<file path="src/rtl/rfc_pkg.sv">
// Shared constants and helpers for the three-rail fence cipher.
`timescale 1ns / 1ps
`default_nettype none

package rfc_pkg;

  localparam int unsigned CHAR_W = 8;

  localparam logic [CHAR_W-1:0] UPPER_FIRST = 8'h41;
  localparam logic [CHAR_W-1:0] UPPER_LAST  = 8'h5A;
  localparam logic [CHAR_W-1:0] LOWER_FIRST = 8'h61;
  localparam logic [CHAR_W-1:0] LOWER_LAST  = 8'h7A;

  // ASCII letter test; high bytes never match.
  function automatic logic is_letter(input logic [CHAR_W-1:0] c);
    return ((c >= UPPER_FIRST) && (c <= UPPER_LAST)) ||
           ((c >= LOWER_FIRST) && (c <= LOWER_LAST));
  endfunction

endpackage

`default_nettype wire

</file>
<file path="src/rtl/rfc_in_if.sv">
// Input request channel: one message byte and its end-of-message mark.
`timescale 1ns / 1ps
`default_nettype none

interface rfc_in_if;
  logic                       valid;
  logic                       ready;
  logic [rfc_pkg::CHAR_W-1:0] in_char;
  logic                       in_last;

  modport source (output valid, output in_char, output in_last, input ready);
  modport sink   (input valid, input in_char, input in_last, output ready);
endinterface

`default_nettype wire

</file>
<file path="src/rtl/rfc_out_if.sv">
// Result request channel: one permuted letter with its flags.
`timescale 1ns / 1ps
`default_nettype none

interface rfc_out_if;
  logic                       valid;
  logic                       ready;
  logic [rfc_pkg::CHAR_W-1:0] out_char;
  logic                       out_last;
  logic                       out_truncated;

  modport source (output valid, output out_char, output out_last, output out_truncated,
                  input ready);
  modport sink   (input valid, input out_char, input out_last, input out_truncated,
                  output ready);
endinterface

`default_nettype wire

</file>
<file path="src/rtl/rfc_addr_unit.sv">
// Rail address unit: maps an output index to a letter store address.
`timescale 1ns / 1ps
`default_nettype none

module rfc_addr_unit #(
  parameter int unsigned MAX_LETTERS = 64
) (
  input  wire logic [$clog2(MAX_LETTERS+1)-1:0] idx,
  input  wire logic [$clog2(MAX_LETTERS+1)-1:0] rail0_cnt,  // letters on top rail
  input  wire logic [$clog2(MAX_LETTERS+1)-1:0] rail01_cnt, // top plus middle rail
  input  wire logic                             decipher,
  output logic      [$clog2(MAX_LETTERS)-1:0]   addr
);

  localparam int unsigned CW = $clog2(MAX_LETTERS + 1);
  localparam int unsigned AW = $clog2(MAX_LETTERS);

  logic [CW-1:0] diff;
  logic [CW-1:0] half_sum;

  always_comb begin
    diff     = '0;
    half_sum = '0;
    addr     = '0;
    if (!decipher) begin
      // Encipher: idx walks the rails, addr is the source position.
      if (idx < rail0_cnt) begin
        addr = AW'({idx, 2'b00});
      end else if (idx < rail01_cnt) begin
        diff = idx - rail0_cnt;
        addr = AW'({diff, 1'b1});
      end else begin
        diff = idx - rail01_cnt;
        addr = AW'({diff, 2'b10});
      end
    end else begin
      // Decipher: idx is the original position, addr its rank in rail order.
      if (idx[0]) begin
        half_sum = rail0_cnt + (idx >> 1);
        addr     = AW'(half_sum);
      end else if (!idx[1]) begin
        addr = AW'(idx >> 2);
      end else begin
        half_sum = rail01_cnt + (idx >> 2);
        addr     = AW'(half_sum);
      end
    end
  end

endmodule

`default_nettype wire

</file>
<file path="src/rtl/three_rail_fence_cipher_core.sv">
// Three-rail fence cipher core: letter store, output sequencer and rail addressing.
`timescale 1ns / 1ps
`default_nettype none
// Load: one byte per cycle, ready high whenever no message is being emitted.
// Emit: after the edge that takes the last byte, the sequencer issues a store read
//   (S_READ) and then presents the result (S_EMIT) for each letter; the next read
//   starts only once the sink takes the current result, over the single store read port.
// Reset (rst_n, sync, active low) clears count, overflow, mode and sequencer;
//   the letter store holds no reset and needs no clearing pass.

module three_rail_fence_cipher_core #(
  parameter int unsigned MAX_LETTERS = 64   // store capacity, 4..64
) (
  input  wire logic  clk,
  input  wire logic  rst_n,
  input  wire logic  cfg_we,
  input  wire logic  cfg_wdata,
  rfc_in_if.sink     in_if,
  rfc_out_if.source  out_if
);

  localparam int unsigned CW = $clog2(MAX_LETTERS + 1);
  localparam int unsigned AW = $clog2(MAX_LETTERS);
  localparam logic [CW-1:0] CAP = CW'(MAX_LETTERS);

  typedef enum logic [1:0] {
    S_LOAD,   // taking message bytes
    S_READ,   // store read issued for result k
    S_EMIT    // result k held on the output
  } state_t;

  state_t        state_r, state_nxt;
  logic [CW-1:0] count_r, count_nxt;     // letters stored
  logic          ovf_r, ovf_nxt;         // a letter was dropped
  logic [CW-1:0] n_r, n_nxt;             // letters in the message being emitted
  logic [CW-1:0] rail0_r, rail0_nxt;     // ceil(n/4)
  logic [CW-1:0] rail01_r, rail01_nxt;   // ceil(n/4) + floor(n/2)
  logic [CW-1:0] k_r, k_nxt;             // result index
  logic          last_r, last_nxt;
  logic          mode_r;

  logic [rfc_pkg::CHAR_W-1:0] store_r [MAX_LETTERS];
  logic [rfc_pkg::CHAR_W-1:0] rdata_r;

  logic          in_take;
  logic          letter;
  logic          store_we;
  logic [CW-1:0] count_inc;
  logic [CW:0]   rail0_wide;
  logic [AW-1:0] rd_addr;

  assign in_if.ready = (state_r == S_LOAD);
  assign in_take     = in_if.valid && in_if.ready;
  assign letter      = rfc_pkg::is_letter(in_if.in_char);
  assign store_we    = in_take && letter && (count_r < CAP);
  assign count_inc   = store_we ? (count_r + CW'(1)) : count_r;
  assign rail0_wide  = ({1'b0, count_inc} + (CW + 1)'(3)) >> 2;

  assign out_if.valid         = (state_r == S_EMIT);
  assign out_if.out_char      = rdata_r;
  assign out_if.out_last      = last_r;
  assign out_if.out_truncated = ovf_r;

  // Mode register; the user must write it only while idle, the block itself does not enforce this.
  always_ff @(posedge clk) begin
    if (!rst_n) begin
      mode_r <= 1'b0;
    end else if (cfg_we) begin
      mode_r <= cfg_wdata;
    end
  end

  rfc_addr_unit #(
    .MAX_LETTERS (MAX_LETTERS)
  ) u_addr (
    .idx        (k_r),
    .rail0_cnt  (rail0_r),
    .rail01_cnt (rail01_r),
    .decipher   (mode_r),
    .addr       (rd_addr)
  );

  // Letter store: one write port in load, one registered read port in emit.
  always_ff @(posedge clk) begin
    if (store_we) begin
      store_r[count_r[AW-1:0]] <= in_if.in_char;
    end
  end

  always_ff @(posedge clk) begin
    if (state_r == S_READ) begin
      rdata_r <= store_r[rd_addr];
    end
  end

  always_comb begin
    state_nxt  = state_r;
    count_nxt  = count_r;
    ovf_nxt    = ovf_r;
    n_nxt      = n_r;
    rail0_nxt  = rail0_r;
    rail01_nxt = rail01_r;
    k_nxt      = k_r;
    last_nxt   = last_r;
    unique case (state_r)
      S_LOAD: begin
        if (in_take) begin
          count_nxt = count_inc;
          if (letter && !store_we) begin
            ovf_nxt = 1'b1;
          end
          if (in_if.in_last) begin
            if (count_inc == '0) begin
              // empty message: nothing to emit, just start over
              count_nxt = '0;
              ovf_nxt   = 1'b0;
            end else begin
              n_nxt      = count_inc;
              rail0_nxt  = rail0_wide[CW-1:0];
              rail01_nxt = rail0_wide[CW-1:0] + (count_inc >> 1);
              k_nxt      = '0;
              state_nxt  = S_READ;
            end
          end
        end
      end
      S_READ: begin
        last_nxt  = (k_r + CW'(1) == n_r);
        state_nxt = S_EMIT;
      end
      S_EMIT: begin
        if (out_if.ready) begin
          if (last_r) begin
            count_nxt = '0;
            ovf_nxt   = 1'b0;
            state_nxt = S_LOAD;
          end else begin
            k_nxt     = k_r + CW'(1);
            state_nxt = S_READ;
          end
        end
      end
      default: state_nxt = S_LOAD;
    endcase
  end

  always_ff @(posedge clk) begin
    if (!rst_n) begin
      state_r  <= S_LOAD;
      count_r  <= '0;
      ovf_r    <= 1'b0;
      n_r      <= '0;
      rail0_r  <= '0;
      rail01_r <= '0;
      k_r      <= '0;
      last_r   <= 1'b0;
    end else begin
      state_r  <= state_nxt;
      count_r  <= count_nxt;
      ovf_r    <= ovf_nxt;
      n_r      <= n_nxt;
      rail0_r  <= rail0_nxt;
      rail01_r <= rail01_nxt;
      k_r      <= k_nxt;
      last_r   <= last_nxt;
    end
  end

endmodule

`default_nettype wire

</file>
<file path="src/flat_wrapper.sv">
// flat-port wrapper written by rule: the top's interface ports become plain ports
module three_rail_fence_cipher_core_flat 
#(
  parameter int unsigned MAX_LETTERS = 64                           
)
  (clk, rst_n, cfg_we, cfg_wdata, in_if_valid, in_if_in_char, in_if_in_last, in_if_ready, out_if_valid, out_if_out_char, out_if_out_last, out_if_out_truncated, out_if_ready);
  rfc_in_if in_if_i ();
  rfc_out_if out_if_i ();
  input  wire logic clk;
  input  wire logic rst_n;
  input  wire logic cfg_we;
  input  wire logic cfg_wdata;
  input wire logic [$bits(in_if_i.valid)-1:0] in_if_valid;
  input wire logic [$bits(in_if_i.in_char)-1:0] in_if_in_char;
  input wire logic [$bits(in_if_i.in_last)-1:0] in_if_in_last;
  output wire logic [$bits(in_if_i.ready)-1:0] in_if_ready;
  output wire logic [$bits(out_if_i.valid)-1:0] out_if_valid;
  output wire logic [$bits(out_if_i.out_char)-1:0] out_if_out_char;
  output wire logic [$bits(out_if_i.out_last)-1:0] out_if_out_last;
  output wire logic [$bits(out_if_i.out_truncated)-1:0] out_if_out_truncated;
  input wire logic [$bits(out_if_i.ready)-1:0] out_if_ready;
  assign in_if_i.valid = in_if_valid;
  assign in_if_i.in_char = in_if_in_char;
  assign in_if_i.in_last = in_if_in_last;
  assign in_if_ready = in_if_i.ready;
  assign out_if_valid = out_if_i.valid;
  assign out_if_out_char = out_if_i.out_char;
  assign out_if_out_last = out_if_i.out_last;
  assign out_if_out_truncated = out_if_i.out_truncated;
  assign out_if_i.ready = out_if_ready;
  three_rail_fence_cipher_core #(.MAX_LETTERS(MAX_LETTERS)) u_core (.clk(clk), .rst_n(rst_n), .cfg_we(cfg_we), .cfg_wdata(cfg_wdata), .in_if(in_if_i), .out_if(out_if_i));
endmodule
</file>
<file path="config.mk">
export PLATFORM = sky130hd
export DESIGN_NAME = three_rail_fence_cipher_core_flat
export DESIGN_NICKNAME = d
export VERILOG_FILES = /design/src/rtl/rfc_pkg.sv /design/src/rtl/rfc_in_if.sv /design/src/rtl/rfc_out_if.sv /design/src/rtl/rfc_addr_unit.sv /design/src/rtl/three_rail_fence_cipher_core.sv /design/src/flat_wrapper.sv
export SDC_FILE = /design/constraint.sdc
export NUM_CORES = 1
export LEC_CHECK = 0
export BUFFER_PORTS_ARGS = -buffer_cell sky130_fd_sc_hd__buf_4
export CORE_MARGIN = 2
export CORE_UTILIZATION = 63
export CTS_CLUSTER_SIZE = 24
export DETAILED_ROUTE_END_ITERATION = 8
export GPL_ROUTABILITY_DRIVEN = 0
export PLACE_DENSITY = 0.84
export SYNTH_ARGS = -nofsm -noshare
export SYNTH_HDL_FRONTEND = slang
export SYNTH_HIERARCHICAL = 1
export SYNTH_SLANG_ARGS = --single-unit
</file>
<file path="constraint.sdc">
create_clock -name clk -period 5.2 [get_ports clk]
set_input_delay 0.78 -clock clk [delete_from_list [all_inputs] [get_ports clk]]
set_output_delay 0.78 -clock clk [all_outputs]
set_load 0.005 [all_outputs]
</file>
Yosys cells after proc, flatten, opt, wreduce, memory -nomap -nowiden

Memory sizes are Yosys's and may differ from the RTL's. A register that Yosys moved wholly into a read port is not among the register bits.
Cells that the tools add are included.

Add/sub/neg operators: 8
$mul: 0
Divide/modulo/power cells: 0
Magnitude comparators: 7
Equality and inequality tests: 9
Shift operators: 0
Multiplexer cells: 33
Bitwise gates (word level): 1
Reductions and logical operators: 15

Operators with widths:

| operator                                                        | number |
|---|---|
| two-way mux 7 bit                                               | 11 |
| two-way mux 6 bit                                               | 5 |
| case mux 7 bit (2 select lines)                                 | 2 |
| >= comparator 8 x 7 -> 1 bit (second input constant)            | 2 |
| less-or-equal comparator 8 x 7 -> 1 bit (second input constant) | 2 |
| adder 7 x 1 -> 7 bit (second input constant)                    | 2 |
| AND reduction 4 bit                                             | 3 |
| two-way mux 1 bit                                               | 9 |
| adder 7 x 2 -> 8 bit (second input constant)                    | 1 |
| two-way mux 2 bit                                               | 4 |
| != test 2 bit (second input constant)                           | 4 |
| adder 6 x 6 -> 7 bit                                            | 1 |
| == test 7 bit                                                   | 1 |
| zero test 7 bit                                                 | 1 |
| < comparator 7 x 6 -> 1 bit                                     | 1 |
| < comparator 7 bit                                              | 1 |
| < comparator 7 bit (second input constant)                      | 1 |
| adder 6 x 5 -> 6 bit                                            | 1 |
| adder 6 bit                                                     | 1 |
| logical AND 1 bit                                               | 6 |
| case mux 2 bit (3 select lines)                                 | 1 |
| AND reduction 6 bit                                             | 1 |
| subtractor 5 bit                                                | 1 |
| != test 2 x 1 -> 1 bit (second input constant)                  | 2 |
| 9 further kinds                                                 | 9 |

Flip-flop bits (word level): 39
Latch bits: 0
Memory bits (writable): 512
Bits in read-only memories: 0
Bits of input ports: 15
Output and inout bits: 12
Logic and storage cells: 83
Memories: 1

Memories:

| memory         | depth | bits a word | read ports | clocked after memory_dff | wr ports | RTL line                           | RTL |
|---|---|---|---|---|---|---|---|
| u_core.store_r | 64    | 8           | 1          | 1                        | 1        | three_rail_fence_cipher_core.sv:42 | `logic [rfc_pkg::CHAR_W-1:0] store_r [MAX_LETTERS];` |

Depth between registers and ports, before layout

Gate-level depths: netlist (run 1).

Depth in word-level cells: 12
Gate-level depth with buffers: 15
Depth with buffers taken out: 15

Cells and area by module

The synthesis (run 1) kept the hierarchy.

By module, submodules not included:

| module                       | instances | cells an instance | area each (um^2) |
|---|---|---|---|
| three_rail_fence_cipher_core | 1         | 1113              | 22355.2 |
| rfc_addr_unit                | 1         | 162               | 1177.4 |

Worst setup path after synthesis (run 1)

No wires, ideal clock.

Path kind: register to register
Start: register u_core.k_r[0]
End: register u_core.rdata_r (netlist bit u_core/out_if.out_char[0]), read port of u_core.store_r (data pin)
Arrival: 4.109 ns
Required time: 4.928 ns
Slack: 0.820 ns
Stages on the path, launching flop included: 14
Clock period less this slack: 4.380 ns
Cells stage by stage: dfxtp_1 clkbuf_1 inv_1 ha_1 nand3b_1 a211o_1 nand2_1 a21oi_1 a21oi_1 buf_2 buf_1 mux4_2 mux4_2 mux4_2

Cells in the longest elaborated chain, start to end: 4

RTL lines:

| what                     | RTL line                            | RTL |
|---|---|---|
| start: declaration       | three_rail_fence_cipher_core.sv:38  | `logic [CW-1:0] k_r, k_nxt;` |
| start signal: assignment | three_rail_fence_cipher_core.sv:164 | `k_r <= k_nxt;` |
| < comparator 7 bit       | rfc_addr_unit.sv:29                 | `end else if (idx < rail01_cnt) begin` |
| two-way mux 6 bit        | rfc_addr_unit.sv:29                 |  |
| two-way mux 6 bit        | rfc_addr_unit.sv:27                 | `if (idx < rail0_cnt) begin` |
| two-way mux 6 bit *      | rfc_addr_unit.sv:25                 | `if (!decipher) begin` |
| via u_core.rd_addr[0]    | three_rail_fence_cipher_core.sv:50  | `logic [AW-1:0] rd_addr;` |
| end: declaration         | three_rail_fence_cipher_core.sv:43  | `logic [rfc_pkg::CHAR_W-1:0] rdata_r;` |

Mark *: on every way through the listed nets, which the timed path passes. The rest lies on a longest branch.
A chain may end at the register's enable or synchronous reset.

Final worst setup path (run 1)

Start: register u_core.k_r[0]
End: register u_core.rdata_r (netlist bit u_core/out_if.out_char[4]), read port of u_core.store_r (data pin)

The elaborated chain is that of the path after synthesis.

==> results.toml, run 1 <==
[status]
outcome = "finished clean"

[synth]
netlist.top_cell.by_area = "sky130_fd_sc_hd__edfxtp_1"
synth_xor_area_share_pct = 1.180
arithmetic_cell_share_of_the_synthesized_area_counting_full_adders_half_adders_and_majority_gates_pct = 2.074
syn_area_per_cell_um2 = 18.46
post_synth_mux_area_share_pct = 16.51
yosysTopAreaCellShare_pct = 66.35
yosys_warnings = 6
synth_seq_area_share_pct = 69.67
synth-compound-area-share_pct = 3.849
synth.ff_latch_count = 559
synth-edff-count = 520
synth.cell_area_um2 = 23530
post_synth_and_or_nand_nor_area_fraction_pct = 5.062
netlist_instances = 1275
synth.lib_cells_used.distinct = 79
yosys.cell_count.top_type = "sky130_fd_sc_hd__edfxtp_1"
synth_nets = 1326
synth-main-ff-cell = "sky130_fd_sc_hd__edfxtp_1"
asyncSetResetFlopFracSynth_pct = 0
ys_top_cells_by_count = "520 x sky130_fd_sc_hd__edfxtp_1, 168 x sky130_fd_sc_hd__mux4_2, 114 x sky130_fd_sc_hd__nor2_1, 41 x sky130_fd_sc_hd__nand2_1"
main_combinational_cell_family_by_area_after_synthesis = "multiplexers"
synth.area.top_cells = "sky130_fd_sc_hd__edfxtp_1 66%, sky130_fd_sc_hd__mux4_2 16%, sky130_fd_sc_hd__dfxtp_1 3.3%"

[setup_path]
cpMostUsedCell = "sky130_fd_sc_hd__mux4_2"
cpLargestDelayFamily = "multiplexers"
timing_worst_setup_path_type = "reg -> reg"
cp_cell_sequence = "inv_1 > ha_1 > nand3b_1 > a211o_1 > nand2_1 > a21oi_1 > a21oi_4 > buf_12 > buf_12 > mux4_2 > mux4_2 > mux4_2"
worstSetupStartpointType = "flip-flop"
critical-path-slowest-cell = "sky130_fd_sc_hd__dfxtp_1"
critPathMaxFanout = 29
timing.critical_path.buf_inv = 3
timing.critical_path.slowest_cell_delay_ps = 660
r2r_slack_ps = 480
timing.critical_path.arrival_ps = 5060
reg2regPathDepth = 12
critical_path_required_ps = 5540
critical_path.reg2reg.endpoint = "u_core/out_if.out_char[4]"
regToRegStartpoint = "u_core/k_r[0]"
critical_path.endpoint_type = "flip-flop"

[timing]
timing.slew.headroom_pct = 19.13
final_critical_path_required_period_ps = 4720
worst_slew_pin_slew_ps = 1212
setup_viol = 0
number_of_pins_exceeding_their_max_slew_limit_in_the_final_report = 0
period_share_pct = 90.77
max_clk_rate_ghz = 0.2119
fin_skew_ps = 23.00
fin_tns_setup_ps = 0
grt_setup_unrepaired = "false"
hold_viol = 0

[pwr]
leakagePower_nw = 8.224
irDropWorstVdd_mv = 0.3246
p_total_mw = 9.511
power_density_nw_per_um2 = 363.7

[clock_tree]
cts-root-buf = "sky130_fd_sc_hd__clkbuf_16"
clock_sink_count = 559
clkTransAtPathRegs_ps = 70
ctsHoldBuffers = 0
clock_latency_ps = 610
cts_tree = "done"
cts_post_setup_buffers_inserted = 0
ctsLongestPathBuffers = 3
cts_htree_levels = 2
cts_buffer_count = 53
resized_cells_post_cts = 0

[min_path]
worst_hold_path.num_cells = 3
min_from = "cfg_wdata"
min_to = "u_core/mode_r"
hp-class = "in -> reg"

[flow_run]
cap_viol_max_count = 0

[die]
floorplan.die.height_um = 197.3
ioPinCount = 27
die_area_um2 = 38920
placement_rows = 70
initial_utilization_pct = 64.13
die-width_um = 197.3
placeableCoreArea_um2 = 36700

[grt]
grt_max_degree = 71
grt.overflow.total = 0
first_global_vias = 13010
grt_pass1_wl_mm = 87.87
grt.total_usage_pct = 31.79
grt_antenna_before_repair = 1

[cells_and_area]
fin_area_um2 = 26150
layout-drive-gt1-share_pct = 25.51
number_of_filler_instances_in_the_final_layout = 2034
area_growth_syn_to_layout_pct = 11.12
insertedDiodeCount = 0
final_nets = 1385

[routing]
mean_routed_wirelength_per_cell_um = 32.19
routed_wirelength_mm = 59.24
drtPass1Iterations = 5
vias = 13080
drt-vias-per-instance = 7.107
drt_iter0_markers = 1699
drcViolationCount = 0
antenna_violating_nets_remaining = 0

[placement]
port_buffers = 26
dp.final_hpwl_mm = 34.71
postPlaceCellArea_um2 = 24480
## registers in the layout, indices dropped and copies added, names as in the netlist
register	flops
u_core/count_r	7
u_core/k_r	7
u_core/mode_r	1
u_core/n_r	7
u_core/out_if.out_char	8
u_core/out_if.out_last	1
u_core/out_if.out_truncated	1
u_core/rail01_r	7
u_core/rail0_r	6
u_core/state_r	2
u_core/store_r	512
## worst max path at each step
stage,start,end,slack (ps),cells past startpoint
detailed placement,u_core/k_r[0],u_core/out_if.out_char[4],580,12
global placement,u_core/k_r[0],u_core/out_if.out_char[2],710,12
CTS,u_core/k_r[0],u_core/out_if.out_char[4],550,12
finish,u_core/k_r[0],u_core/out_if.out_char[4],480,12
global route,u_core/k_r[0],u_core/out_if.out_char[4],310,12
floorplan,u_core/k_r[0],u_core/out_if.out_char[0],820,13
## metal layers
metal	track usage (%)	wire [um]
met3	6.215	6152
met2	51.24	29110
met5	0	13
met4	13.62	2630
met1	43.25	21330
## worst register-to-register path: cells and delay by family (launching register included)
family,cells,cell delay [ps]
AO/OA/AOI/OAI,3,670
multiplexers,3,1720
AND/OR/NAND/NOR,2,370
adder cells (fa/ha/maj),1,270
flip-flops,1,660
buffers and inverters,3,780
## cell type report
class / count / area, um^2 / share of cell area (%)
sequential: 559 / 16400 / 62.70
timing repair buffer: 66 / 558.0 / 2.134
inverter: 37 / 138.9 / 0.5311
clock inverter: 25 / 239.0 / 0.9139
tap: 468 / 585.6 / 2.239
multi-input combinational: 617 / 6805 / 26.02
clock buffer: 68 / 1428 / 5.459
## where the power goes
group	switching [mW]	internal (mW)	total (mW)
logic	0.444	0.362	0.806
clock network	1.68	2.10	3.78
registers	0.00876	4.92	4.93
total	2.13	7.38	9.51
## cells by family after synthesis
family / count (synthesis)
simple gates: 246
flops: 559
other cells: 1
buf+inv: 99
mux: 178
fa+ha+maj: 36
xor+xnor: 30
compound gates: 126
## cell usage in the layout (no fill, tap or decap), types with 5 or more instances in the layout
cell / synthesis / routed
sky130_fd_sc_hd__nor2b_1: 6 / 5
sky130_fd_sc_hd__edfxtp_1: 520 / 520
sky130_fd_sc_hd__nand2b_1: 13 / 13
sky130_fd_sc_hd__xor2_1: 8 / 8
sky130_fd_sc_hd__nor2_1: 114 / 114
sky130_fd_sc_hd__buf_12: 0 / 5
sky130_fd_sc_hd__clkbuf_1: 33 / 9
sky130_fd_sc_hd__a31oi_1: 7 / 7
sky130_fd_sc_hd__dfxtp_1: 39 / 39
sky130_fd_sc_hd__a211oi_1: 14 / 14
sky130_fd_sc_hd__fa_1: 5 / 5
sky130_fd_sc_hd__clkinv_2: 0 / 10
sky130_fd_sc_hd__nand3_1: 21 / 21
sky130_fd_sc_hd__o21a_1: 5 / 5
sky130_fd_sc_hd__clkbuf_16: 0 / 54
sky130_fd_sc_hd__xnor2_1: 20 / 20
sky130_fd_sc_hd__o21ai_0: 16 / 15
sky130_fd_sc_hd__inv_1: 37 / 37
sky130_fd_sc_hd__a21oi_1: 39 / 37
sky130_fd_sc_hd__nand2_1: 41 / 41
sky130_fd_sc_hd__mux2i_1: 9 / 9
sky130_fd_sc_hd__mux4_2: 168 / 168
sky130_fd_sc_hd__buf_4: 1 / 61
sky130_fd_sc_hd__clkinv_1: 0 / 5
sky130_fd_sc_hd__ha_1: 31 / 31
sky130_fd_sc_hd__nor3_1: 6 / 6
## per-stage QoR
stage	instances	hold WS [ps]	utilization (%)	setup slack (ps)
2_1_floorplan	1275	445.3	-	819.5
3_3_place_gp	1747	463.7	66.72	705.8
3_5_place_dp	1747	478.2	66.72	583.7
4_1_cts	1840	418.8	71.26	550.0
5_1_grt	1840	438.1	71.26	309.9
6_report	1840	430.8	71.26	480.0
Power figures use the tool's default switching activity.
==> run 2: changes to the inputs <==
==> constraint.sdc (replaced) <==
create_clock -name clk -period 5.2 [get_ports clk]
set_input_delay 0.52 -clock clk [delete_from_list [all_inputs] [get_ports clk]]
set_output_delay 0.52 -clock clk [all_outputs]
set_load 0.005 [all_outputs]
==> run 2 against run 1 <==
  * Final cell count is 0.11% lower
  * Fmax grew 5.1%
  * Largest power group unchanged
  * Clock skew up 21 ps
  * Setup slack better by 230 ps
  * Cell area rose by 0.56%
  * Clock-buffer cell count fell by 6
  * Core utilization rose by 0.40 points
  * Routed wire length grew 2.9%
  * Critical endpoint is now u_core/out_if.out_char[7]
  * Sequential cell count unchanged
==> results.toml, run 2 (synthesis gave the netlist of run 1 again) <==
[setup_path]
timing_worst_setup_path_type = "reg -> reg"
worstSetupStartpointType = "flip-flop"
timing.critical_path.arrival_ps = 4850
cpMostUsedCell = "sky130_fd_sc_hd__mux4_2"
critical_path.endpoint_type = "flip-flop"
critPathMaxFanout = 21
critical_path_required_ps = 5560
timing.critical_path.slowest_cell_delay_ps = 550
cp_cell_sequence = "ha_1 > a211oi_2 > nand2_2 > o21ai_0 > a21oi_1 > a21oi_4 > buf_12 > buf_4 > mux4_2 > mux4_2 > mux4_2"
critical-path-slowest-cell = "sky130_fd_sc_hd__mux4_2"

[cells_and_area]
largest_reg_flops = 512
layout-drive-gt1-share_pct = 25.00
area_growth_syn_to_layout_pct = 11.75
final_nets = 1375
commonest_non_fill_non_tap_cells_in_the_layout = "520 x sky130_fd_sc_hd__edfxtp_1, 168 x sky130_fd_sc_hd__mux4_2, 114 x sky130_fd_sc_hd__nor2_1"
number_of_filler_instances_in_the_final_layout = 1997
layout.cells.most_common = "sky130_fd_sc_hd__edfxtp_1"

[timing]
grt_setup_unrepaired = "false"
fin_skew_ps = 44.11
final_critical_path_required_period_ps = 4490
whs_ps = 145.2
timing.slew.headroom_pct = 18.64
setup_viol = 0
hold_viol = 0
max_clk_rate_ghz = 0.2227
number_of_pins_exceeding_their_max_slew_limit_in_the_final_report = 0
fin_tns_setup_ps = 0
period_share_pct = 86.34
worst_slew_pin_slew_ps = 1216

[die]
die-width_um = 197.3
die_area_um2 = 38920
initial_utilization_pct = 64.13
placeableCoreArea_um2 = 36700
ioPinCount = 27
floorplan.die.height_um = 197.3
placement_rows = 70

[clock_tree]
ctsHoldBuffers = 0
clkTransAtPathRegs_ps = 70
cts_tree = "done"
resized_cells_post_cts = 0
clock_sink_count = 559
ctsLongestPathBuffers = 3
clock_latency_ps = 620
cts_buffer_count = 53
cts_post_setup_buffers_inserted = 0
cts-root-buf = "sky130_fd_sc_hd__clkbuf_16"
cts_htree_levels = 2

[routing]
drcViolationCount = 0
antenna_violating_nets_remaining = 0
routed_wirelength_mm = 60.97
drt-vias-per-instance = 7.206
drt_iter0_markers = 1729
drtPass1Iterations = 6
vias = 13240
mean_routed_wirelength_per_cell_um = 33.17

[grt]
first_global_vias = 13110
grt_max_degree = 99
grt.total_usage_pct = 32.52
grt_pass1_wl_mm = 89.53
grt.overflow.total = 0
grt_antenna_before_repair = 5

[pwr]
irDropWorstVdd_mv = 0.2941
leakagePower_nw = 8.275
power_density_nw_per_um2 = 375.6

[placement]
port_buffers = 26
dp.final_hpwl_mm = 34.47

[flow_run]
cap_viol_max_count = 0

[status]
outcome = "finished clean"

[min_path]
hp-class = "in -> reg"
[run 2: area by class of cell]
cell class	count	area, um^2	share of cell area [%]
antenna	2	5.005	0.01903
clock buffer	62	1415	5.381
clock inverter	37	444.2	1.689
inverter	37	138.9	0.5281
multi-input combinational	617	6805	25.88
sequential	559	16400	62.35
tap	468	585.6	2.227
timing repair buffer	56	508.0	1.932
[run 2: power by group]
part	leakage (nW)	total [mW]	internal (mW)	switching, mW
registers	4.99	4.93	4.92	0.00833
logic	2.37	0.808	0.366	0.442
clock network	0.917	4.14	2.41	1.73
[run 2: layer usage]
layer / wire (um) / GRT usage (%) / vias up / share of wire (%)
li1: - / - / 5260 / -
met4: 2774 / 13.31 / 6 / 4.6
met2: 30040 / 51.88 / 1036 / 49
met1: 21750 / 44.19 / 6756 / 36
met3: 6363 / 7.444 / 186 / 10
met5: 40 / 0 / - / 0.066
[run 2: worst paths after layout]
| path | startpoint | to | slack [ps] | cells after the start |
|---|---|---|---|---|
| hold reg to reg | u_core/rail0_r[1] | u_core/rail0_r[1] | 480 | 2 |
| hold / removal | cfg_wdata | u_core/mode_r | 150 | 3 |
| setup reg to reg | u_core/k_r[6] | u_core/out_if.out_char[7] | 710 | 11 |
| setup / recovery | u_core/k_r[6] | u_core/out_if.out_char[7] | 710 | 11 |
[run 2: critical path, delay by kind of cell (launching register included)]
family | cells | cell delay (ps)
compound gates | 4 | 1130
fa+ha+maj | 1 | 330
buf+inv | 2 | 530
flops | 1 | 490
mux | 3 | 1580
simple gates | 1 | 130
[run 2: stage by stage]
stage	total power, mW	util, %	instances	worst slack [ps]	cell area [um^2]
finish	9.877	71.66	1838	710.4	26300
global route	10.09	71.65	1836	569.7	26290
CTS	9.908	71.65	1836	764.0	26290
detailed placement	5.807	66.58	1737	821.9	24430
global placement	5.782	66.58	1737	897.4	24430
floorplan	5.517	-	1275	819.5	23530
